$ cat src/design/fpe_pkg.sv
`timescale 1ns / 1ps

package fpe_pkg;

    localparam int FRAME_BYTES_DEF = 256;
    localparam logic [15:0] NO_START_OFFSET = 16'hFFFF;

    localparam logic OP_HEADER = 1'b0;
    localparam logic OP_CONTENT = 1'b1;

    localparam logic KIND_DATA = 1'b0;
    localparam logic KIND_ABORT = 1'b1;

    typedef struct packed {
        logic        op;
        logic [15:0] frame_counter;
        logic [15:0] first_offset;
        logic [15:0] last_offset;
        logic [7:0]  content_byte;
    } item_t;

    typedef struct packed {
        logic        kind;
        logic [7:0]  packet_byte;
        logic        packet_first;
        logic        packet_last;
        logic [15:0] packet_length;
    } result_t;

endpackage

$ cat src/design/fpe_in_reg.sv
`timescale 1ns / 1ps

module fpe_in_reg (
    input  logic          aclk,
    input  logic          aresetn,
    input  logic          s_valid,
    output logic          s_ready,
    input  fpe_pkg::item_t s_item,
    output logic          item_valid,
    output fpe_pkg::item_t item,
    input  logic          item_take
);

    logic           valid_reg;
    logic           valid_next;
    fpe_pkg::item_t item_reg;
    logic           s_accept;

    assign s_ready = !valid_reg || item_take;
    assign s_accept = s_valid && s_ready;

    always_comb begin
        valid_next = valid_reg;
        if (item_take) begin
            valid_next = 1'b0;
        end
        if (s_accept) begin
            valid_next = 1'b1;
        end
    end

    always_ff @(posedge aclk) begin
        if (!aresetn) begin
            valid_reg <= 1'b0;
        end else begin
            valid_reg <= valid_next;
        end
        if (s_accept) begin
            item_reg <= s_item;
        end
    end

    assign item_valid = valid_reg;
    assign item = item_reg;

endmodule

$ cat src/design/fpe_parser.sv
`timescale 1ns / 1ps

module fpe_parser #(
    parameter int FRAME_BYTES = fpe_pkg::FRAME_BYTES_DEF
) (
    input  logic             aclk,
    input  logic             aresetn,
    input  logic             in_valid,
    input  fpe_pkg::item_t   in_item,
    output logic             in_take,
    output logic             out_valid,
    input  logic             out_ready,
    output fpe_pkg::result_t out_result
);

    localparam int POS_W = $clog2(FRAME_BYTES + 1);
    localparam logic [16:0] FB_LIMIT = 17'(FRAME_BYTES);
    localparam logic [POS_W-1:0] POS_END = POS_W'(FRAME_BYTES);

    typedef enum logic [2:0] {
        PH_SKIP,
        PH_DATA,
        PH_HDR_HI,
        PH_HDR_LO,
        PH_SEEK
    } phase_t;

    typedef struct packed {
        phase_t      phase;
        logic        pending;
        logic        is_last;
        logic [15:0] first_offset;
    } hdr_t;

    function automatic hdr_t enter_header(input logic [16:0] p, input logic [POS_W-1:0] fpos,
                                          input logic pending, input logic [15:0] first_off,
                                          input logic [15:0] last_off, input logic is_last);
        hdr_t        h;
        logic [16:0] target;
        h.phase = PH_SKIP;
        h.pending = pending;
        h.is_last = is_last;
        h.first_offset = first_off;
        target = p;
        if (p + 17'd2 <= FB_LIMIT) begin
            if (pending) begin
                h.pending = 1'b0;
                target = {1'b0, first_off};
            end
            if (pending && (target < p || target + 17'd2 > FB_LIMIT)) begin
                h.phase = PH_SKIP;
            end else begin
                h.is_last = (target == {1'b0, last_off});
                if (target == 17'(fpos)) begin
                    h.phase = PH_HDR_HI;
                end else begin
                    h.first_offset = target[15:0];
                    h.phase = PH_SEEK;
                end
            end
        end
        return h;
    endfunction

    phase_t           phase_reg, phase_next;
    logic [15:0]      prev_counter_reg, prev_counter_next;
    logic [15:0]      total_reg, total_next;
    logic [15:0]      received_reg, received_next;
    logic [POS_W-1:0] pos_reg, pos_next;
    logic [7:0]       len_hi_reg, len_hi_next;
    logic [15:0]      first_reg, first_next;
    logic [15:0]      last_reg, last_next;
    logic             pending_reg, pending_next;
    logic             is_last_reg, is_last_next;
    logic             out_valid_reg, out_valid_next;
    fpe_pkg::result_t res_reg, res_next;
    logic             emit;

    logic             gap;
    logic [15:0]      total_eff;
    logic [16:0]      start;
    logic [POS_W-1:0] pos_inc;
    logic [15:0]      new_len;
    logic [15:0]      rcv_inc;
    hdr_t             hdr;

    assign in_take = in_valid && (!out_valid_reg || out_ready);

    always_comb begin
        phase_next = phase_reg;
        prev_counter_next = prev_counter_reg;
        total_next = total_reg;
        received_next = received_reg;
        pos_next = pos_reg;
        len_hi_next = len_hi_reg;
        first_next = first_reg;
        last_next = last_reg;
        pending_next = pending_reg;
        is_last_next = is_last_reg;
        emit = 1'b0;
        res_next = '0;
        gap = (in_item.frame_counter != prev_counter_reg + 16'd1);
        total_eff = gap ? 16'd0 : total_reg;
        start = (gap && in_item.first_offset != fpe_pkg::NO_START_OFFSET)
              ? {1'b0, in_item.first_offset} : 17'd0;
        pos_inc = pos_reg + POS_W'(1);
        new_len = {len_hi_reg, in_item.content_byte};
        rcv_inc = received_reg + 16'd1;
        hdr = '0;

        if (in_take) begin
            if (in_item.op == fpe_pkg::OP_HEADER) begin
                prev_counter_next = in_item.frame_counter;
                pos_next = '0;
                first_next = in_item.first_offset;
                last_next = in_item.last_offset;
                pending_next = 1'b1;
                is_last_next = 1'b0;
                if (gap) begin
                    if (total_reg != 16'd0) begin
                        emit = 1'b1;
                        res_next.kind = fpe_pkg::KIND_ABORT;
                    end
                    total_next = '0;
                    received_next = '0;
                end
                if (gap && in_item.first_offset != fpe_pkg::NO_START_OFFSET
                        && start + 17'd2 > FB_LIMIT) begin
                    phase_next = PH_SKIP;
                end else if (total_eff == 16'd0
                        && in_item.first_offset == fpe_pkg::NO_START_OFFSET) begin
                    phase_next = PH_SKIP;
                end else if (total_eff != 16'd0) begin
                    phase_next = PH_DATA;
                end else begin
                    hdr = enter_header(start, '0, 1'b1, in_item.first_offset,
                                       in_item.last_offset, 1'b0);
                    phase_next = hdr.phase;
                    pending_next = hdr.pending;
                    is_last_next = hdr.is_last;
                    first_next = hdr.first_offset;
                    total_next = '0;
                    received_next = '0;
                end
            end else if (pos_reg < POS_END) begin
                pos_next = pos_inc;
                case (phase_reg)
                    PH_SEEK: begin
                        if (17'(pos_reg) == {1'b0, first_reg}) begin
                            len_hi_next = in_item.content_byte;
                            phase_next = PH_HDR_LO;
                        end
                    end
                    PH_HDR_HI: begin
                        len_hi_next = in_item.content_byte;
                        phase_next = PH_HDR_LO;
                    end
                    PH_HDR_LO: begin
                        total_next = new_len;
                        received_next = '0;
                        if (new_len == 16'd0) begin
                            hdr = enter_header(17'(pos_inc), pos_inc, pending_reg, first_reg,
                                               last_reg, is_last_reg);
                            phase_next = hdr.phase;
                            pending_next = hdr.pending;
                            is_last_next = hdr.is_last;
                            first_next = hdr.first_offset;
                        end else begin
                            phase_next = PH_DATA;
                        end
                    end
                    PH_DATA: begin
                        emit = 1'b1;
                        res_next.kind = fpe_pkg::KIND_DATA;
                        res_next.packet_byte = in_item.content_byte;
                        res_next.packet_first = (rcv_inc == 16'd1);
                        res_next.packet_last = (rcv_inc == total_reg);
                        res_next.packet_length = total_reg;
                        if (rcv_inc >= total_reg) begin
                            total_next = '0;
                            received_next = '0;
                            if (is_last_reg || first_reg == fpe_pkg::NO_START_OFFSET) begin
                                phase_next = PH_SKIP;
                            end else begin
                                hdr = enter_header(17'(pos_inc), pos_inc, pending_reg,
                                                   first_reg, last_reg, is_last_reg);
                                phase_next = hdr.phase;
                                pending_next = hdr.pending;
                                is_last_next = hdr.is_last;
                                first_next = hdr.first_offset;
                            end
                        end else begin
                            received_next = rcv_inc;
                        end
                    end
                    default: begin
                        phase_next = PH_SKIP;
                    end
                endcase
            end
        end

        out_valid_next = out_valid_reg && !out_ready;
        if (emit) begin
            out_valid_next = 1'b1;
        end
    end

    always_ff @(posedge aclk) begin
        if (!aresetn) begin
            phase_reg <= PH_SKIP;
            prev_counter_reg <= '0;
            total_reg <= '0;
            received_reg <= '0;
            pos_reg <= '0;
            len_hi_reg <= '0;
            first_reg <= '0;
            last_reg <= '0;
            pending_reg <= 1'b0;
            is_last_reg <= 1'b0;
            out_valid_reg <= 1'b0;
        end else begin
            phase_reg <= phase_next;
            prev_counter_reg <= prev_counter_next;
            total_reg <= total_next;
            received_reg <= received_next;
            pos_reg <= pos_next;
            len_hi_reg <= len_hi_next;
            first_reg <= first_next;
            last_reg <= last_next;
            pending_reg <= pending_next;
            is_last_reg <= is_last_next;
            out_valid_reg <= out_valid_next;
        end
        if (emit) begin
            res_reg <= res_next;
        end
    end

    assign out_valid = out_valid_reg;
    assign out_result = res_reg;

    a_data_has_length: assert property (@(posedge aclk) disable iff (!aresetn)
        phase_reg == PH_DATA |-> total_reg != 16'd0)
        else $error("Data phase entered without a packet length.");

    a_received_below_total: assert property (@(posedge aclk) disable iff (!aresetn)
        phase_reg == PH_DATA |-> received_reg < total_reg)
        else $error("Received count reached the packet length inside the data phase.");

    a_position_bounded: assert property (@(posedge aclk) disable iff (!aresetn)
        pos_reg <= POS_END)
        else $error("Frame position ran past the frame size.");

    a_data_length_nonzero: assert property (@(posedge aclk) disable iff (!aresetn)
        out_valid_reg && res_reg.kind == fpe_pkg::KIND_DATA |-> res_reg.packet_length != 16'd0)
        else $error("Packet byte transfer carries a zero length.");

endmodule

$ cat src/design/frame_to_packet_extractor_top.sv
`timescale 1ns / 1ps

// Frame to packet extractor. Each frame enters as one header transfer followed by
// FRAME_BYTES content transfers, and the block streams out the length-prefixed packets
// it carries, one result transfer per packet byte, plus an abort transfer when a frame
// counter gap drops an open packet. The block accepts one item per cycle unless m_ready
// back-pressure holds the output; each item passes the input register and then the
// parser, whose state update per item sets that rate.
module frame_to_packet_extractor_top #(
    parameter int FRAME_BYTES = fpe_pkg::FRAME_BYTES_DEF
) (
    input  logic        aclk,
    input  logic        aresetn,
    input  logic        s_valid,
    output logic        s_ready,
    input  logic        s_op,
    input  logic [15:0] s_frame_counter,
    input  logic [15:0] s_first_offset,
    input  logic [15:0] s_last_offset,
    input  logic [7:0]  s_content_byte,
    output logic        m_valid,
    input  logic        m_ready,
    output logic        m_kind,
    output logic [7:0]  m_packet_byte,
    output logic        m_packet_first,
    output logic        m_packet_last,
    output logic [15:0] m_packet_length
);

    fpe_pkg::item_t   s_item;
    fpe_pkg::item_t   item;
    logic             item_valid;
    logic             item_take;
    fpe_pkg::result_t result;

    assign s_item.op = s_op;
    assign s_item.frame_counter = s_frame_counter;
    assign s_item.first_offset = s_first_offset;
    assign s_item.last_offset = s_last_offset;
    assign s_item.content_byte = s_content_byte;

    fpe_in_reg u_in_reg (
        .aclk       (aclk),
        .aresetn    (aresetn),
        .s_valid    (s_valid),
        .s_ready    (s_ready),
        .s_item     (s_item),
        .item_valid (item_valid),
        .item       (item),
        .item_take  (item_take)
    );

    fpe_parser #(
        .FRAME_BYTES (FRAME_BYTES)
    ) u_parser (
        .aclk       (aclk),
        .aresetn    (aresetn),
        .in_valid   (item_valid),
        .in_item    (item),
        .in_take    (item_take),
        .out_valid  (m_valid),
        .out_ready  (m_ready),
        .out_result (result)
    );

    assign m_kind = result.kind;
    assign m_packet_byte = result.packet_byte;
    assign m_packet_first = result.packet_first;
    assign m_packet_last = result.packet_last;
    assign m_packet_length = result.packet_length;

endmodule

$ cat config.mk
export PLATFORM = sky130hd
export DESIGN_NAME = frame_to_packet_extractor_top
export DESIGN_NICKNAME = d
export VERILOG_FILES = /design/src/design/fpe_pkg.sv /design/src/design/fpe_in_reg.sv /design/src/design/fpe_parser.sv /design/src/design/frame_to_packet_extractor_top.sv
export SDC_FILE = /design/constraint.sdc
export NUM_CORES = 1
export LEC_CHECK = 0
export BUFFER_PORTS_ARGS = -buffer_cell sky130_fd_sc_hd__clkbuf_2
export CAP_MARGIN = 0
export CORE_UTILIZATION = 55
export DETAILED_ROUTE_END_ITERATION = 7
export PLACE_DENSITY = 0.85
export SYNTH_ARGS = -nofsm -noshare
export SYNTH_HDL_FRONTEND = slang
export SYNTH_SLANG_ARGS = --single-unit
$ cat constraint.sdc
create_clock -name aclk -period 5.02 [get_ports aclk]
set_input_delay 0.502 -clock aclk [delete_from_list [all_inputs] [get_ports aclk]]
set_output_delay 0.502 -clock aclk [all_outputs]
set_load 0.01 [all_outputs]
## Word level (Yosys, flattened, before mapping)

Cells that the tools add are included.

| word-level totals | value |
|---|---|
| bits in registers | 188 |
| bits of input ports | 61 |
| output and inout bits | 29 |

| cells by class | value |
|---|---|
| $add $sub $neg | 8 |
| order comparisons | 11 |
| equal/unequal tests | 29 |
| muxes and demuxes | 104 |
| bitwise operators | 1 |
| reduce and logical (&&, ||, !) cells | 34 |

Operators by type and width:

| operator | count |
|---|---|
| $mux 16 | 27 |
| $mux 17 | 21 |
| $pmux 16 s2 | 3 |
| $add 17x2->17 const B | 4 |
| $gt 17x9->1 const B | 4 |
| $mux 21 | 3 |
| $eq 17x16->1 | 3 |
| $mux 3 | 15 |
| $eq 17x9->1 | 2 |
| $le 17x9->1 const B | 2 |
| $lt 17x9->1 | 2 |
| $add 16x1->16 const B | 2 |
| $eq 16x16->1 const B | 2 |
| $logic_not 16->1 | 2 |
| $reduce_bool 16->1 | 2 |
| $mux 27 | 1 |
| $mux 1 | 26 |
| $mux 26 | 1 |
| $mux 9 | 2 |
| $logic_not 17->1 | 1 |
| $lt 17x17->1 | 1 |
| $eq 16x1->1 const B | 1 |
| $eq 16x16->1 | 1 |
| $eq 9x16->1 | 1 |
| other kinds (29) | 58 |

## Depth between registers and ports, before layout

| logic depth | value |
|---|---|
| word-level depth | 21 |
| gate-level depth with buffers | 18 |
| mapped depth without buffers | 17 |

## Modules after synthesis

A second synthesis with hierarchy kept.

| unflattened totals | value |
|---|---|
| cell total of the unflattened synthesis | 1100 |
| area total of the unflattened synthesis | 10193.5 µm² |

Modules (own cells, without submodules):

| module | instances | cells each | area an instance (µm²) | sequential area each (µm²) |
|---|---|---|---|---|
| fpe_parser | 1 | 1038 | 8424.3 | 2872.8 |
| fpe_in_reg | 1 | 62 | 1769.2 | 1731.7 |

## Least setup slack after synthesis

OpenSTA, ideal clock, no wires.

| timing path | value |
|---|---|
| kind | reg-to-reg |
| start | register u_parser.prev_counter_reg[0] |
| end | register u_parser.res_reg, in the netlist u_parser.out_result[0] (enable) |
| library setup time | 451 ps |
| arrival | 3967 ps |
| required time | 4569 ps |
| path slack | 602 ps |
| cell stages (with the launch flop) | 10 |
| buffers on the path | 1 |
| period minus slack after synthesis | 4418 ps |
| cells stage by stage | dfxtp_1 -> ha_1 -> clkbuf_1 -> nand3_1 -> nor2_1 -> mux2i_1 -> mux2i_1 -> a21oi_1 -> nor4b_4 -> o21ai_0 |

| on the way | value |
|---|---|
| word-level cells in the longest chain between the ends | 5 |

RTL lines:

| element | line | source |
|---|---|---|
| from (decl) | fpe_parser.sv:66 | `logic [15:0] prev_counter_reg, prev_counter_next;` |
| from (signal assigned) | fpe_parser.sv:224 | `prev_counter_reg <= prev_counter_next;` |
| $add 16x1->16 | fpe_parser.sv:102 | `gap = (in_item.frame_counter != prev_counter_reg + 16'd1);` |
| $ne 16x16->1 | fpe_parser.sv:102 |  |
| $mux 1 | fpe_parser.sv:119 | `if (gap) begin` |
| $mux 1 | fpe_parser.sv:112 | `if (in_item.op == fpe_pkg::OP_HEADER) begin` |
| $mux 1 | fpe_parser.sv:111 | `if (in_take) begin` |
| net u_parser.emit | fpe_parser.sv:77 | `logic emit;` |
| to (signal assigned) | fpe_parser.sv:236 | `res_reg <= res_next;` |
| to (decl) | fpe_parser.sv:76 | `fpe_pkg::result_t res_reg, res_next;` |

The timed path passes the listed nets, and every way through them passes these cells.
A chain may end at the register's enable or synchronous reset.

## Worst setup path in the final report

| timing path | value |
|---|---|
| start | register u_parser.prev_counter_reg[0] |
| end | register u_parser.is_last_reg |

| on the way | value |
|---|---|
| word-level cells in the longest chain between the ends | 12 |
| elaborated cells between the ends (all ways) | 20 |
| classes of those cells | 2 x add/sub; 3 x order compare; 1 x eq/ne; 8 x mux; 6 x reduce/logical |

RTL lines:

| element | line | source |
|---|---|---|
| $add 16x1->16 * | fpe_parser.sv:102 |  |
| $ne 16x16->1 * | fpe_parser.sv:102 |  |
| parallel branches: the longest is 8 deep, another holds $add 17x2->17 | -- |  |
| $mux 1 * | fpe_parser.sv:127 | `if (gap && in_item.first_offset != fpe_pkg::NO_START_OFFSET` |
| $mux 1 * | fpe_parser.sv:112 |  |
| to (signal assigned) | fpe_parser.sv:232 | `is_last_reg <= is_last_next;` |
| to (decl) | fpe_parser.sv:74 | `logic is_last_reg, is_last_next;` |

Mark *: on every way between the ends.

==> summary.txt <==
Clock tree
  • H-tree depth: 4
  • CTS clk-pin slew, worst paths: 0.07 ns
  • Sink Count: 188
  • Num CTS Buffers: 17
  • Post CTS Setup Buffer Count: 0
  • Max clock buf depth: 2
  • Post_cts resized: 0
  • Root buffer cell: clkbuf_16
  • CTS tree: done
  • Hold bufs inserted after CTS: 0
  • Clock latency on the worst-skew pair: 0.44 ns

Floorplan
  • Die W: 140 um
  • # rows: about 50
  • Initial Utilization: a little under three fifths
  • DIE AREA: 19,500 um2
  • I/O pin cnt: 90
  • Die H: about 140 um
  • CORE AREA: between 15,000 and 20,000 um2

Power
  • NetSw: approximately 900 uW
  • Sw Share: 26.3%
  • Combinational share of power: ~8.6%
  • P_int: approximately 2500 uW
  • Leak pwr: 0.00422 uW
  • Clock Power Share: 40.5%
  • Maximum vdd drop: approximately 260 uV
  • Sequential share of power: ~50%
  • Pwr/cell area: between 200 and 300 nW/um2

STA
  • # setup viols final: 0
  • Setup_tns: 0 ns
  • Tightest Pin Transition: around 0.9 ns
  • Final Hold Viols: 0
  • Tmin final: roughly 4.3 ns
  • Worst Skew: roughly 0.008 ns
  • Fmax: 230 MHz
  • Relative slew slack: 36.8%
  • RSZ-0062 raised after global routing: no
  • Crit share post-route: slightly below 90%
  • Fin. max-slew vios: 0

Synthesis
  • Ys flop type: dfxtp_1
  • Mapped Area: 10,400 um2
  • Mapped Cells: around 1,100
  • Synthesis Warnings: 0
  • Post-synthesis sequential area ratio: 44.2%
  • Post-synth EDFFs: between 80 and 90
  • Distinct cells, synth: 89
  • Mapped Nets: about 1,200
  • Asr flop ratio synth: 0%
  • Syn avg cell area: between 9 and 10 um2
  • Synth Register Bits: between 150 and 200

Placement
  • Post-DP HPWL: ~17,000 um
  • RD Place Congestion: about 1
  • Inst Count DP: 1,373
  • I/O Buffers: 89

Min path
  • HP Class: in -> reg
  • Critical hold path startpoint: s_first_offset[4]

Critical path
  • Max FO, Critical Path: 10
  • WP data arrival: 4.69 ns
  • CP Class: reg -> reg
  • Worst setup path startpoint: u_parser.prev_counter_reg[0]
  • Reg2Reg Launch Point: u_parser.prev_counter_reg[0]
  • Critical Path Start Type: flip-flop
  • Critical Path RT: 5.37 ns
  • Crit end category: flip-flop

Finish
  • Antenna cells: 0
  • Synth-to-Final Area Change: 10.9%
  • Share of layout cells above drive strength 1: 17.8%
  • Max reg flops: 57
  • Net count reported at finish: 1,258
  • Final std cells w/o fill: 1,405

Route
  • Initial DRC Count: just under 800
  • Final wirelength: 24,100 um
  • Detailed Routing Iterations Pass 1: 5
  • Vias: 8,636
  • DRC violations left: 0
  • Final ANT Viol Nets: 0
  • Drt via density: 6.15
  • DR WL/cell: around 17 um

Global routing
  • Global-route wire length before repair: 39,100 um
  • Number of global-route vias before repair: 7,909
  • Initial antenna violation count: 0
  • Largest net degree at the start of global routing: 58
  • Total GRT Usage: 25.0%
  • Total gr overflow: 0

Run status
  • Status: complete, no violations

Flow run
  • Max-Cap Viols: 0
layout make-up:
cell class | count | area, um2
clock buffers | 18 | 429
clock inverters | 14 | 173
fillers | 1442 | 6720
inverters | 55 | 206
multi-input cells | 801 | 5330
flip-flops and latches | 188 | 4600
well taps | 229 | 287
repair buffers | 100 | 528
power groups by stage:
stage | clock, uW | sequential [uW] | combinational (uW)
floorplan | 0 | 1720 | 222
global placement | 0 | 1740 | 276
detailed placement | 0 | 1750 | 282
CTS | 1380 | 1710 | 285
global route | 1430 | 1720 | 315
finish | 1360 | 1710 | 289
per-stage QoR:
stage | utilization, % | area [um2] | total power, uW | setup WS [ns] | hold slack (ns)
final | 63.2 | 11600 | 3360 | 0.673 | 0.231
after global placement | 59.9 | 11000 | 2020 | 0.870 | 0.455
after floorplan | - | 10400 | 1940 | 0.602 | 0.447
after CTS | 63.2 | 11600 | 3370 | 0.669 | 0.221
after global routing | 63.2 | 11600 | 3460 | 0.413 | 0.221
after detailed placement | 59.9 | 11000 | 2030 | 0.742 | 0.463
worst max-delay path, stage by stage, from the launching register on:
cell,delay [ns]
dfxtp_1,0.42
ha_1,0.40
nand3_1,0.16
nor4_1,0.33
a2bb2o_1,0.32
nand3_1,0.13
o21ai_4,0.09
nor4b_4,0.51
nor3b_1,0.11
ha_1,0.26
nor2_1,0.10
a21oi_1,0.07
nor3b_1,0.21
nor2_1,0.07
or4_1,0.42
mux2i_1,0.26
a31oi_1,0.13
a311oi_1,0.27
cell families after synthesis:
group / count (synthesis) / share of synthesized area [%]
compound gates: 229 / 15.8
xor+xnor: 81 / 6.89
fa+ha+maj: 34 / 4.09
buf+inv: 116 / 4.76
flops: 188 / 44.2
mux: 23 / 2.22
simple gates: 434 / 22.0
placed cells by master (no fill, tap or decap), types with 8 or more instances in the layout:
master,instances
nand2_1,116
dfxtp_1,104
nor2_1,98
clkbuf_2,89
edfxtp_1,84
a21oi_1,71
xnor2_1,55
inv_1,53
nand3_1,48
ha_1,34
o21ai_0,27
xor2_1,25
nor4_1,24
mux2i_1,22
nor2_2,21
nand4_1,20
a22oi_2,19
a22oi_1,17
clkbuf_16,17
nor3_1,16
and2_1,14
o22ai_1,12
buf_4,11
nor2b_1,10
a31oi_1,10
and3_1,8
nand2b_1,8
a211oi_1,8
a21o_1,8
cell usage after synthesis (all sizes together), types with 16 or more instances:
cell type,count,area [um2]
edfxtp,84,2520
a21oi,71,355
o21ai,33,180
inv,55,206
dfxtp,104,2080
mux2i,22,220
nor2,119,497
nand3,50,260
a22oi,36,365
buf,16,116
xor2,25,219
clkbuf,45,173
nor4,28,218
nand4,22,159
nor3,17,90.1
nand2,116,435
xnor2,56,498
ha,34,425
worst paths after layout:
| kind | end | slack (ns) | depth (start not counted) |
|---|---|---|---|
| hold / removal | u_in_reg.item[28] | 0.23 | 1 |
| setup reg to reg | u_parser.is_last_reg | 0.67 | 17 |
| hold reg to reg | u_parser.last_reg[4] | 0.47 | 2 |
| setup / recovery | u_parser.is_last_reg | 0.67 | 17 |
metal layers:
metal  routed length, um  global-route usage (%)  part of all wire [%]
met2               11400                    41.4                    47
met5                   0                       0                     0
met1               10300                    32.4                    43
met4                 663                    9.66                   2.8
met3                1760                    4.78                   7.3
Power figures use the tool's default switching activity.
